**src/sv/sound_slot_pool_with_eviction_assert.svh**
```systemverilog
// assertion macros for the sound slot pool
`ifndef SOUND_SLOT_POOL_WITH_EVICTION_ASSERT_SVH
`define SOUND_SLOT_POOL_WITH_EVICTION_ASSERT_SVH

// checked on every edge outside reset
`define SSP_ASSERT(lbl, prop, msg) \
  lbl: assert property (@(posedge clk) disable iff (rst) prop) else $error(msg);

// checked on every edge, reset included
`define SSP_ASSERT_ALWAYS(lbl, prop, msg) \
  lbl: assert property (@(posedge clk) prop) else $error(msg);

`endif

```
**src/sv/ssp_pkg.sv**
```systemverilog
// types, constants and helpers shared by the sound slot pool
`timescale 1ns / 1ps
`default_nettype none

package ssp_pkg;

  localparam int SLOTS = 16;
  localparam int IDX_W = (SLOTS > 1) ? $clog2(SLOTS) : 1;
  localparam int CNT_W = $clog2(SLOTS + 1);
  localparam int CD_W = 16;
  localparam int POS_W = 96;
  localparam int SLOT_OUT_W = 4;
  localparam logic [CD_W-1:0] CD_TOP = 16'hFFFF;

  localparam logic [1:0] CMD_CLEAR = 2'd0;
  localparam logic [1:0] CMD_TICK = 2'd1;
  localparam logic [1:0] CMD_PLAY = 2'd2;

  localparam logic [1:0] EV_STOP = 2'd0;
  localparam logic [1:0] EV_START = 2'd1;
  localparam logic [1:0] EV_DONE = 2'd2;

  typedef struct packed {
    logic [1:0]  cmd;
    logic [31:0] pos_x;
    logic [31:0] pos_y;
    logic [31:0] pos_z;
    logic [15:0] duration;
    logic [15:0] sound_id;
  } in_t;

  typedef struct packed {
    logic [1:0]            event_res;
    logic [SLOT_OUT_W-1:0] slot;
    logic [15:0]           out_sound_id;
    logic [31:0]           out_x;
    logic [31:0]           out_y;
    logic [31:0]           out_z;
    logic                  last;
  } out_t;

  function automatic out_t make_res(input logic [1:0] ev, input logic [IDX_W-1:0] idx,
                                    input logic [15:0] sid, input logic [POS_W-1:0] pos,
                                    input logic fin);
    logic [IDX_W+SLOT_OUT_W-1:0] wide;
    out_t r;
    wide = {{SLOT_OUT_W{1'b0}}, idx};
    r.event_res = ev;
    r.slot = wide[SLOT_OUT_W-1:0];
    r.out_sound_id = sid;
    r.out_x = pos[95:64];
    r.out_y = pos[63:32];
    r.out_z = pos[31:0];
    r.last = fin;
    return r;
  endfunction

endpackage

`default_nettype wire

```
**src/sv/ssp_ram.sv**
```systemverilog
// simple dual-port synchronous ram, one write and one registered read
`timescale 1ns / 1ps
`default_nettype none

module ssp_ram #(
  parameter int DEPTH = 16,
  parameter int WIDTH = 16,
  localparam int AW = (DEPTH > 1) ? $clog2(DEPTH) : 1
) (
  input  wire logic             clk,
  input  wire logic             we,
  input  wire logic [AW-1:0]    waddr,
  input  wire logic [WIDTH-1:0] wdata,
  input  wire logic [AW-1:0]    raddr,
  output logic      [WIDTH-1:0] rdata
);

  logic [WIDTH-1:0] mem [DEPTH];

  always_ff @(posedge clk) begin
    if (we) begin
      mem[waddr] <= wdata;
    end
  end

  always_ff @(posedge clk) begin
    rdata <= mem[raddr];
  end

endmodule

`default_nettype wire

```
**src/sv/sound_slot_pool_with_eviction.sv**
```systemverilog
// sound slot pool with least-remaining eviction, top level
//
//   channel   handshake                 word
//   command   start / busy              req   (ssp_pkg::in_t)
//   result    res_valid strobe          res   (ssp_pkg::out_t)
//
// clear and unused commands: done word on the next cycle, busy stays low
// tick: one slot per cycle through the countdown ram
// play: same scan, then optional stop and the start word
// synchronous reset clears all countdowns at once through per-slot valid flags
// result words come one per cycle at most and cannot be held off
`timescale 1ns / 1ps
`default_nettype none

`include "sound_slot_pool_with_eviction_assert.svh"

module sound_slot_pool_with_eviction (
  input  wire logic         clk,
  input  wire logic         rst,
  input  wire logic         start,
  output logic              busy,
  input  wire ssp_pkg::in_t req,
  output logic              res_valid,
  output ssp_pkg::out_t     res
);

  typedef enum logic [2:0] {
    S_IDLE,
    S_TICK,
    S_TICK_END,
    S_PLAY,
    S_PLAY_END,
    S_START
  } state_t;

  state_t                          state;
  ssp_pkg::in_t                    cur;
  logic [ssp_pkg::CNT_W-1:0]       cnt;
  logic                            p_vld;
  logic [ssp_pkg::IDX_W-1:0]       p_idx;
  logic [ssp_pkg::SLOTS-1:0]       valid;
  logic                            rd_valid;
  logic                            found;
  logic [ssp_pkg::IDX_W-1:0]       pick;
  logic [ssp_pkg::CD_W-1:0]        least;
  logic [ssp_pkg::IDX_W-1:0]       best;
  logic [ssp_pkg::POS_W-1:0]       best_pos;
  logic [ssp_pkg::IDX_W-1:0]       target;

  logic                            scan;
  logic                            issue;
  logic                            scan_end;
  logic [ssp_pkg::IDX_W-1:0]       raddr;
  logic [ssp_pkg::CD_W-1:0]        cd_rdata;
  logic [ssp_pkg::CD_W-1:0]        cd_eff;
  logic [ssp_pkg::POS_W-1:0]       pos_rdata;
  logic                            cd_we;
  logic [ssp_pkg::IDX_W-1:0]       cd_waddr;
  logic [ssp_pkg::CD_W-1:0]        cd_wdata;
  logic                            pos_we;
  logic [ssp_pkg::POS_W-1:0]       pos_wdata;

  assign busy      = (state != S_IDLE);
  assign scan      = (state == S_TICK) || (state == S_PLAY);
  assign issue     = scan && (cnt != ssp_pkg::CNT_W'(ssp_pkg::SLOTS));
  assign scan_end  = (cnt == ssp_pkg::CNT_W'(ssp_pkg::SLOTS)) && p_vld;
  assign raddr     = cnt[ssp_pkg::IDX_W-1:0];
  assign cd_eff    = rd_valid ? cd_rdata : '0;
  assign pos_we    = (state == S_START);
  assign pos_wdata = {cur.pos_x, cur.pos_y, cur.pos_z};

  always_comb begin
    cd_we    = 1'b0;
    cd_waddr = p_idx;
    cd_wdata = cd_eff - ssp_pkg::CD_W'(1);
    if (state == S_TICK && p_vld && cd_eff != '0) begin
      cd_we = 1'b1;
    end else if (state == S_START) begin
      cd_we    = 1'b1;
      cd_waddr = target;
      cd_wdata = cur.duration;
    end
  end

  ssp_ram #(
    .DEPTH(ssp_pkg::SLOTS),
    .WIDTH(ssp_pkg::CD_W)
  ) u_cd_ram (
    .clk  (clk),
    .we   (cd_we),
    .waddr(cd_waddr),
    .wdata(cd_wdata),
    .raddr(raddr),
    .rdata(cd_rdata)
  );

  ssp_ram #(
    .DEPTH(ssp_pkg::SLOTS),
    .WIDTH(ssp_pkg::POS_W)
  ) u_pos_ram (
    .clk  (clk),
    .we   (pos_we),
    .waddr(target),
    .wdata(pos_wdata),
    .raddr(raddr),
    .rdata(pos_rdata)
  );

  always_ff @(posedge clk) begin
    if (rst) begin
      state     <= S_IDLE;
      res_valid <= 1'b0;
      valid     <= '0;
      cnt       <= '0;
      p_vld     <= 1'b0;
      rd_valid  <= 1'b0;
    end else begin
      res_valid <= 1'b0;
      p_vld     <= issue;
      p_idx     <= raddr;
      rd_valid  <= issue ? valid[raddr] : 1'b0;
      if (issue) begin
        cnt <= cnt + ssp_pkg::CNT_W'(1);
      end
      unique case (state)
        S_IDLE: begin
          if (start) begin
            cur   <= req;
            cnt   <= '0;
            found <= 1'b0;
            least <= ssp_pkg::CD_TOP;
            best  <= '0;
            priority if (req.cmd == ssp_pkg::CMD_TICK) begin
              state <= S_TICK;
            end else if (req.cmd == ssp_pkg::CMD_PLAY) begin
              state <= S_PLAY;
            end else begin
              if (req.cmd == ssp_pkg::CMD_CLEAR) begin
                valid <= '0;
              end
              res_valid <= 1'b1;
              res <= ssp_pkg::make_res(ssp_pkg::EV_DONE, '0, '0, '0, 1'b1);
            end
          end
        end
        S_TICK: begin
          if (p_vld && cd_eff == ssp_pkg::CD_W'(1)) begin
            res_valid <= 1'b1;
            res <= ssp_pkg::make_res(ssp_pkg::EV_STOP, p_idx, '0, pos_rdata, 1'b0);
          end
          if (scan_end) begin
            state <= S_TICK_END;
          end
        end
        S_TICK_END: begin
          res_valid <= 1'b1;
          res <= ssp_pkg::make_res(ssp_pkg::EV_DONE, '0, '0, '0, 1'b1);
          state <= S_IDLE;
        end
        S_PLAY: begin
          if (p_vld && !found) begin
            if (cd_eff == '0) begin
              found <= 1'b1;
              pick  <= p_idx;
            end else if (cd_eff < least || p_idx == '0) begin
              least    <= cd_eff;
              best     <= p_idx;
              best_pos <= pos_rdata;
            end
          end
          if (scan_end) begin
            state <= S_PLAY_END;
          end
        end
        S_PLAY_END: begin
          if (found) begin
            target <= pick;
          end else begin
            target    <= best;
            res_valid <= 1'b1;
            res <= ssp_pkg::make_res(ssp_pkg::EV_STOP, best, '0, best_pos, 1'b0);
          end
          state <= S_START;
        end
        S_START: begin
          valid[target] <= 1'b1;
          res_valid <= 1'b1;
          res <= ssp_pkg::make_res(ssp_pkg::EV_START, target, cur.sound_id, pos_wdata, 1'b1);
          state <= S_IDLE;
        end
        default: begin
          state <= S_IDLE;
        end
      endcase
    end
  end

  `SSP_ASSERT(a_play_goes_busy, (start && !busy && req.cmd == ssp_pkg::CMD_PLAY) |=> busy, "play not taken")
  `SSP_ASSERT(a_done_is_last, (res_valid && res.event_res == ssp_pkg::EV_DONE) |-> res.last, "done word not last")
  `SSP_ASSERT(a_fall_with_last, $fell(busy) |-> (res_valid && res.last), "busy dropped without last word")
  `SSP_ASSERT_ALWAYS(a_no_word_in_reset, rst |=> !res_valid, "result word out of reset")

endmodule

`default_nettype wire
```
**config.mk**
```make
export PLATFORM = sky130hd
export DESIGN_NAME = sound_slot_pool_with_eviction
export DESIGN_NICKNAME = d
export VERILOG_FILES = /design/src/sv/ssp_pkg.sv /design/src/sv/ssp_ram.sv /design/src/sv/sound_slot_pool_with_eviction.sv
export VERILOG_INCLUDE_DIRS = /design/src /design/src/sv
export SDC_FILE = /design/constraint.sdc
export NUM_CORES = 2
export LEC_CHECK = 0
export ABC_AREA = 1
export ABC_CLOCK_PERIOD_IN_PS = 32600
export BUFFER_PORTS_ARGS = -buffer_cell sky130_fd_sc_hd__buf_4
export CAP_MARGIN = 10
export CORE_ASPECT_RATIO = 1.1
export CORE_UTILIZATION = 50
export DETAILED_ROUTE_END_ITERATION = 10
export PLACE_DENSITY = 0.66
export SLEW_MARGIN = 30
export SYNTH_ARGS = -nofsm -noshare
export SYNTH_HDL_FRONTEND = slang
export SYNTH_HIERARCHICAL = 1
export SYNTH_SLANG_ARGS = --single-unit
```
**constraint.sdc**
```tcl
create_clock -name clk -period 32.6 [get_ports clk]
set_input_delay 3.26 -clock clk [delete_from_list [all_inputs] [get_ports clk]]
set_output_delay 3.26 -clock clk [all_outputs]
set_load 0.05 [all_outputs]
```
Word level (Yosys, flattened, before mapping)
Memories as Yosys holds them, arrays and structs flattened. A register that Yosys moved wholly into a read port is not among the register bits.
Cells that the tools add are included.
{"block": "word_totals", "reg_bits": 403, "ram_bits": 1792, "out_inout_bits": 121, "elab_cells": 145, "mem_count": 2}
{"block": "op_classes", "n_addsub": 2, "order_cmp": 4, "eq_ne": 23, "n_mux": 55, "bitwise_logic": 4, "n_reduce_logical": 30}
{"memory": "u_pos_ram.mem", "depth": 16, "word_bits": 96, "read_ports": 1, "rd_clocked_by_memory_dff": 1, "write_ports": 1, "line_no": "ssp_ram.sv:18", "text": "logic [WIDTH-1:0] mem [DEPTH];"}
{"memory": "u_cd_ram.mem", "depth": 16, "word_bits": 16, "read_ports": 1, "rd_clocked_by_memory_dff": 1, "write_ports": 1, "line_no": "ssp_ram.sv:18"}
{"operator": "two-way mux 119 bit", "count": 5}
{"operator": "one-hot mux 119 bit (5 select lines)", "count": 1}
{"operator": "two-way mux 16 bit", "count": 11}
{"operator": "one-hot mux 16 bit (2 select lines)", "count": 2}
{"operator": "two-way mux 4 bit", "count": 7}
{"operator": "equality test 16 x 1 -> 1 bit (second input constant)", "count": 1}
{"operator": "logical NOT 16 bit", "count": 1}
{"operator": "< comparator 16 bit", "count": 1}
{"operator": "inequality test 2 bit (second input constant)", "count": 8}
{"operator": "OR 16 bit", "count": 1}
{"operator": "nonzero test 16 bit", "count": 1}
{"operator": "subtractor 16 x 1 -> 16 bit (second input constant)", "count": 1}
{"operator": "two-way mux 1 bit", "count": 15}
{"operator": "two-way mux 3 bit", "count": 5}
{"operator": "two-way mux 5 bit", "count": 3}
{"operator": "AND reduction 5 bit", "count": 3}
{"operator": "one-hot mux 3 bit (4 select lines)", "count": 1}
{"operator": "< comparator 4 x 5 -> 1 bit (second input constant)", "count": 2}
{"operator": "inequality test 2 x 1 -> 1 bit (second input constant)", "count": 4}
{"operator": "one-hot mux 4 bit (2 select lines)", "count": 1}
{"operator": "AND reduction 4 bit", "count": 2}
{"operator": "logical AND 1 bit", "count": 7}
{"operator": "AND reduction 7 bit", "count": 1}
{"operator": "equality test 3 x 2 -> 1 bit (second input constant)", "count": 2}
{"operator": "other kinds (26)", "count": 32}

Longest topological paths before layout
{"block": "depth", "depth_word": 7, "depth_mapped": 15, "ltp_nobuf": 14}

Modules after synthesis
The synthesis kept the hierarchy.
{"mod": "ssp_ram (u_pos_ram)", "instances": 1, "cells_each": 6302, "area_per_inst_um2": 67643.6, "seq_area_each_um2": 48046.1}
{"mod": "sound_slot_pool_with_eviction", "instances": 1, "cells_each": 1285, "area_per_inst_um2": 15935.3, "seq_area_each_um2": 11831.3}
{"mod": "ssp_ram (u_cd_ram)", "instances": 1, "cells_each": 1074, "area_per_inst_um2": 11380.9, "seq_area_each_um2": 8007.7}

Least setup slack after synthesis
OpenSTA, ideal clock, no wires.
{"block": "synth_path", "kind": "in2reg", "from": "in rst", "to": "reg cur[0] (netlist name) (enable)", "setup_ns": 0.771, "arrival_ns": 12.174, "slack_ns": 19.654, "path_stages": 2, "path_cell_list": "clkbuf_1 -> nor3_1"}
{"block": "synth_via", "elab_chain_cells": 2}
{"item": "from (decl)", "line_no": "sound_slot_pool_with_eviction.sv:19", "text": "input wire logic rst,"}
{"item": "NOT 1 bit (no source line)"}
{"item": "AND reduction 3 bit (no source line)"}
{"item": "to (signal assigned)", "line_no": "sound_slot_pool_with_eviction.sv:128", "text": "cur <= req;"}
{"item": "to (decl)", "line_no": "sound_slot_pool_with_eviction.sv:37", "text": "ssp_pkg::in_t cur;"}
No other way between the ends.
A chain may end at the register's enable or synchronous reset.

Worst setup path in the final report
{"block": "layout_path", "from": "reg state[0]", "to": "mem u_pos_ram/mem[4][91] (netlist name) (enable)"}
{"block": "layout_via", "elab_chain_cells": 3}
{"item": "from (decl)", "line_no": "sound_slot_pool_with_eviction.sv:36", "text": "state_t state;"}
{"item": "from (signal assigned)", "line_no": "sound_slot_pool_with_eviction.sv:111", "text": "state <= S_IDLE;"}
{"item": "from (signal assigned)", "line_no": "sound_slot_pool_with_eviction.sv:134", "text": "state <= S_TICK;"}
{"item": "from (signal assigned)", "line_no": "sound_slot_pool_with_eviction.sv:136", "text": "state <= S_PLAY;"}
{"item": "equality test 3 bit", "line_no": "sound_slot_pool_with_eviction.sv:69", "text": "assign pos_we = (state == S_START);"}
{"item": "two-way mux 1 bit", "line_no": "ssp_ram.sv:21", "text": "if (we) begin"}
{"item": "two-way mux 1 bit (implied by the code)", "line_no": "ssp_ram.sv:22", "text": "mem[waddr] <= wdata;"}
{"item": "to (decl)", "line_no": "ssp_ram.sv:18"}
No other way between the ends.

==> metrics.csv <==
metric,value,unit
htree depth,4,
detailed-route via count,61300,
# setup viols final,0,
Reg2Reg Setup Slack,26.76,ns
Die H,459,um
core area,188000,um^2
IO Count,254,
pre-CTS WS,26.51,ns
Num CTS Buffers,223,
crit-path cells,inv_1 > nor2_2 > nand2_2 > inv_6 > buf_6 > nand3b_1 > nor2_4 > buf_4 > buf_4,
row count,167,
Reg-to-Reg Start,state[0],
PostCTS Resize Cnt,0,
"count leader, synth",nand2_1,
worst setup margin,26.76,ns
Die ar.,192000,um^2
"Top FF cell, synth",edfxtp_1,
Nets,8997,
Final Power,7610,uW
clock buffer depth,3,
Initial Util,50.4,%
Synth Warn #,6,
Yosys top cell area share,68.6,%
"Seq/Total Area, Yosys",71.5,%
hold_sp,u_pos_ram/rdata[59],
register area,67900,um^2
worst-case reg-to-reg path depth,9,
Clock Latency Late Sink,0.91,ns
hpwl dp,125,mm
Power per Cell Area,71.4,nW/um^2
Via-to-Cell Ratio,5.30,
Die W,418,um
post-layout min period,5.84,ns
worst min-delay path category,register to register,
Synth area leader,edfxtp_1,
# placed instances,11100,
initial antenna violation count,9,
"Setup Fix Bufs, Post-CTS",0,
Num Clock Sinks,2307,
WL/cell,20.6,um
clk root buf,clkbuf_16,
outcome,"complete, no violations",
Max Clk Rate,171,MHz
CP startpoint kind,register,
Fin. Hold Viols,0,
Final ANT Viol Nets,0,
Reg-to-Reg End,u_pos_ram/mem[4][91],
critical path class,register to register,
RSZ-0062 raised after global routing,false,
first-pass GRT wire length,360,mm
post-layout instance count excluding filler cells,11600,
vias in the first global route,59800,
Synth top cells by count,"nand2_1 (2749), edfxtp_1 (2168), nand3_1 (1459)",
Worst Path Required,33.06,ns
DRT iter0 DRCs,6093,
fillcell total,15300,
Worst-Margin Slew,1.09,ns
final slew viol count,0,
largest net degree at the start of global routing,209,
synthesized area,95000,um^2
Detailed Route WL,239,mm
Leak,0.0440,uW
Syn Nets,8815,
Detailed Routing Iterations Pass 1,7,
GP Congestion,0.862,
Synth-to-Final Area Change,12.2,%
total of max-cap violations,0,
Hold Crit Depth,0,
Synth area leaders,"edfxtp_1 (69%), nand2_1 (11%), nand3_1 (7.7%), inv_1 (5.7%), dfxtp_1 (2.9%)",
Remaining DRCs,0,
"EDFF count, synth",2168,
"slowest stage cell, crit path",nor2_4,
Final TNS setup,0,ns
"flops & latches, synth",2307,
GRT Util Overall,24.8,%
"most used cell, CP",buf_4,
Worst slew margin,27.0,%
gr ovfl total,0,
CP peak stage delay,0.84,ns
area occupied by multi-input gates,19400,um^2
Worst-path clk slew,0.06,ns
Tcrit/Tclk final,17.9,%
TritonCTS clock tree,done,
sink of the worst hold path,best_pos[59],
# hold bufs at CTS,0,
Crit Path Max Fanout,66,
post-synthesis cell type count,44,
ys async rst share,0,%
"Avg Cell Area, Syn",11.0,um^2
CP endpoint kind,register,
cells after synthesis,8661,
final core utilization,56.5,%
Worst Skew,0.0671,ns
Arrival @ worst endpoint,6.30,ns
share of cells above drive strength 1,8.65,%
Max VDD drop,0.0525,mV
port bufs,253,
[cells by family after synthesis]
| kind of cell | Yosys count | synth area share, % |
|---|---|---|
| compound gates | 100 | 0.605 |
| buf+inv | 1881 | 8.25 |
| fa+ha+maj | 21 | 0.277 |
| flops | 2307 | 71.5 |
| simple gates | 4345 | 19.3 |
| xor+xnor | 7 | 0.0646 |
[routing by layer]
metal / up-vias / wire length, um / GRT usage, %
met4: 4 / 7290 / 8.65
met3: 417 / 18500 / 3.25
li1: 28600 / - / -
met2: 2618 / 115000 / 41.5
met1: 29700 / 97900 / 33.4
met5: - / 31 / 0
[layout by cell type, fill, tap and decap left out, types with 12 or more instances in the layout]
| cell type | count |
|---|---|
| clkbuf_8 | 25 |
| o21ai_0 | 30 |
| nand2_1 | 2749 |
| nand3_1 | 1459 |
| clkbuf_16 | 226 |
| buf_4 | 347 |
| a21oi_1 | 37 |
| nand2_2 | 12 |
| dfxtp_1 | 134 |
| clkinv_2 | 39 |
| nor2_4 | 23 |
| nor2_1 | 71 |
| bufinv_16 | 17 |
| clkbuf_1 | 68 |
| clkinv_1 | 33 |
| edfxtp_1 | 2168 |
| inv_1 | 1451 |
| ha_1 | 21 |
[registers in the layout, summed over array words and instances, names as in the netlist, 96 cells and up]
signal / flops
u_pos_ram/mem: 1536
u_cd_ram/mem: 256
cur: 128
res: 119
best_pos: 96
u_pos_ram/rdata: 96
[critical path, delay by kind of cell, from the launching register on]
kind          cells  cell delay (ns)
buf+inv           5             2.96
flops             1             0.39
simple gates      4             1.87
[where the power goes]
group | total, uW | internal, uW | switching (uW)
clock network | 2600 | 1480 | 1120
registers | 3630 | 3490 | 147
logic | 1380 | 373 | 1000
total | 7610 | 5340 | 2270
[through the flow]
| step | area (um^2) | hold slack [ns] |
|---|---|---|
| 2_1_floorplan | 95000 | 0.409 |
| 3_3_place_gp | 98800 | 0.413 |
| 3_5_place_dp | 98900 | 0.415 |
| 4_1_cts | 106000 | 0.420 |
| 5_1_grt | 107000 | 0.415 |
| 6_report | 107000 | 0.413 |
[final cells by class]
type	count	area share, %
clock inverter	107	1.13
sequential	2307	63.7
multi-input combinational	4473	18.2
inverter	1467	5.20
antenna	1	0.00235
clock buffer	320	5.88
tap	2535	2.98
timing repair buffer	371	2.87
[how the worst max path moves through the flow]
stage                         from                    to  cells after the start
final                     state[0]  u_pos_ram/mem[4][91]                      9
after global routing      state[0]   u_pos_ram/mem[4][2]                      9
after CTS                 state[0]  u_pos_ram/mem[4][91]                      9
after detailed placement       rst          best_pos[13]                      4
after global placement    state[0]  u_pos_ram/mem[7][70]                      9
after floorplan                rst                cur[0]                      2
No activity file was read; power rests on OpenSTA's default activity.
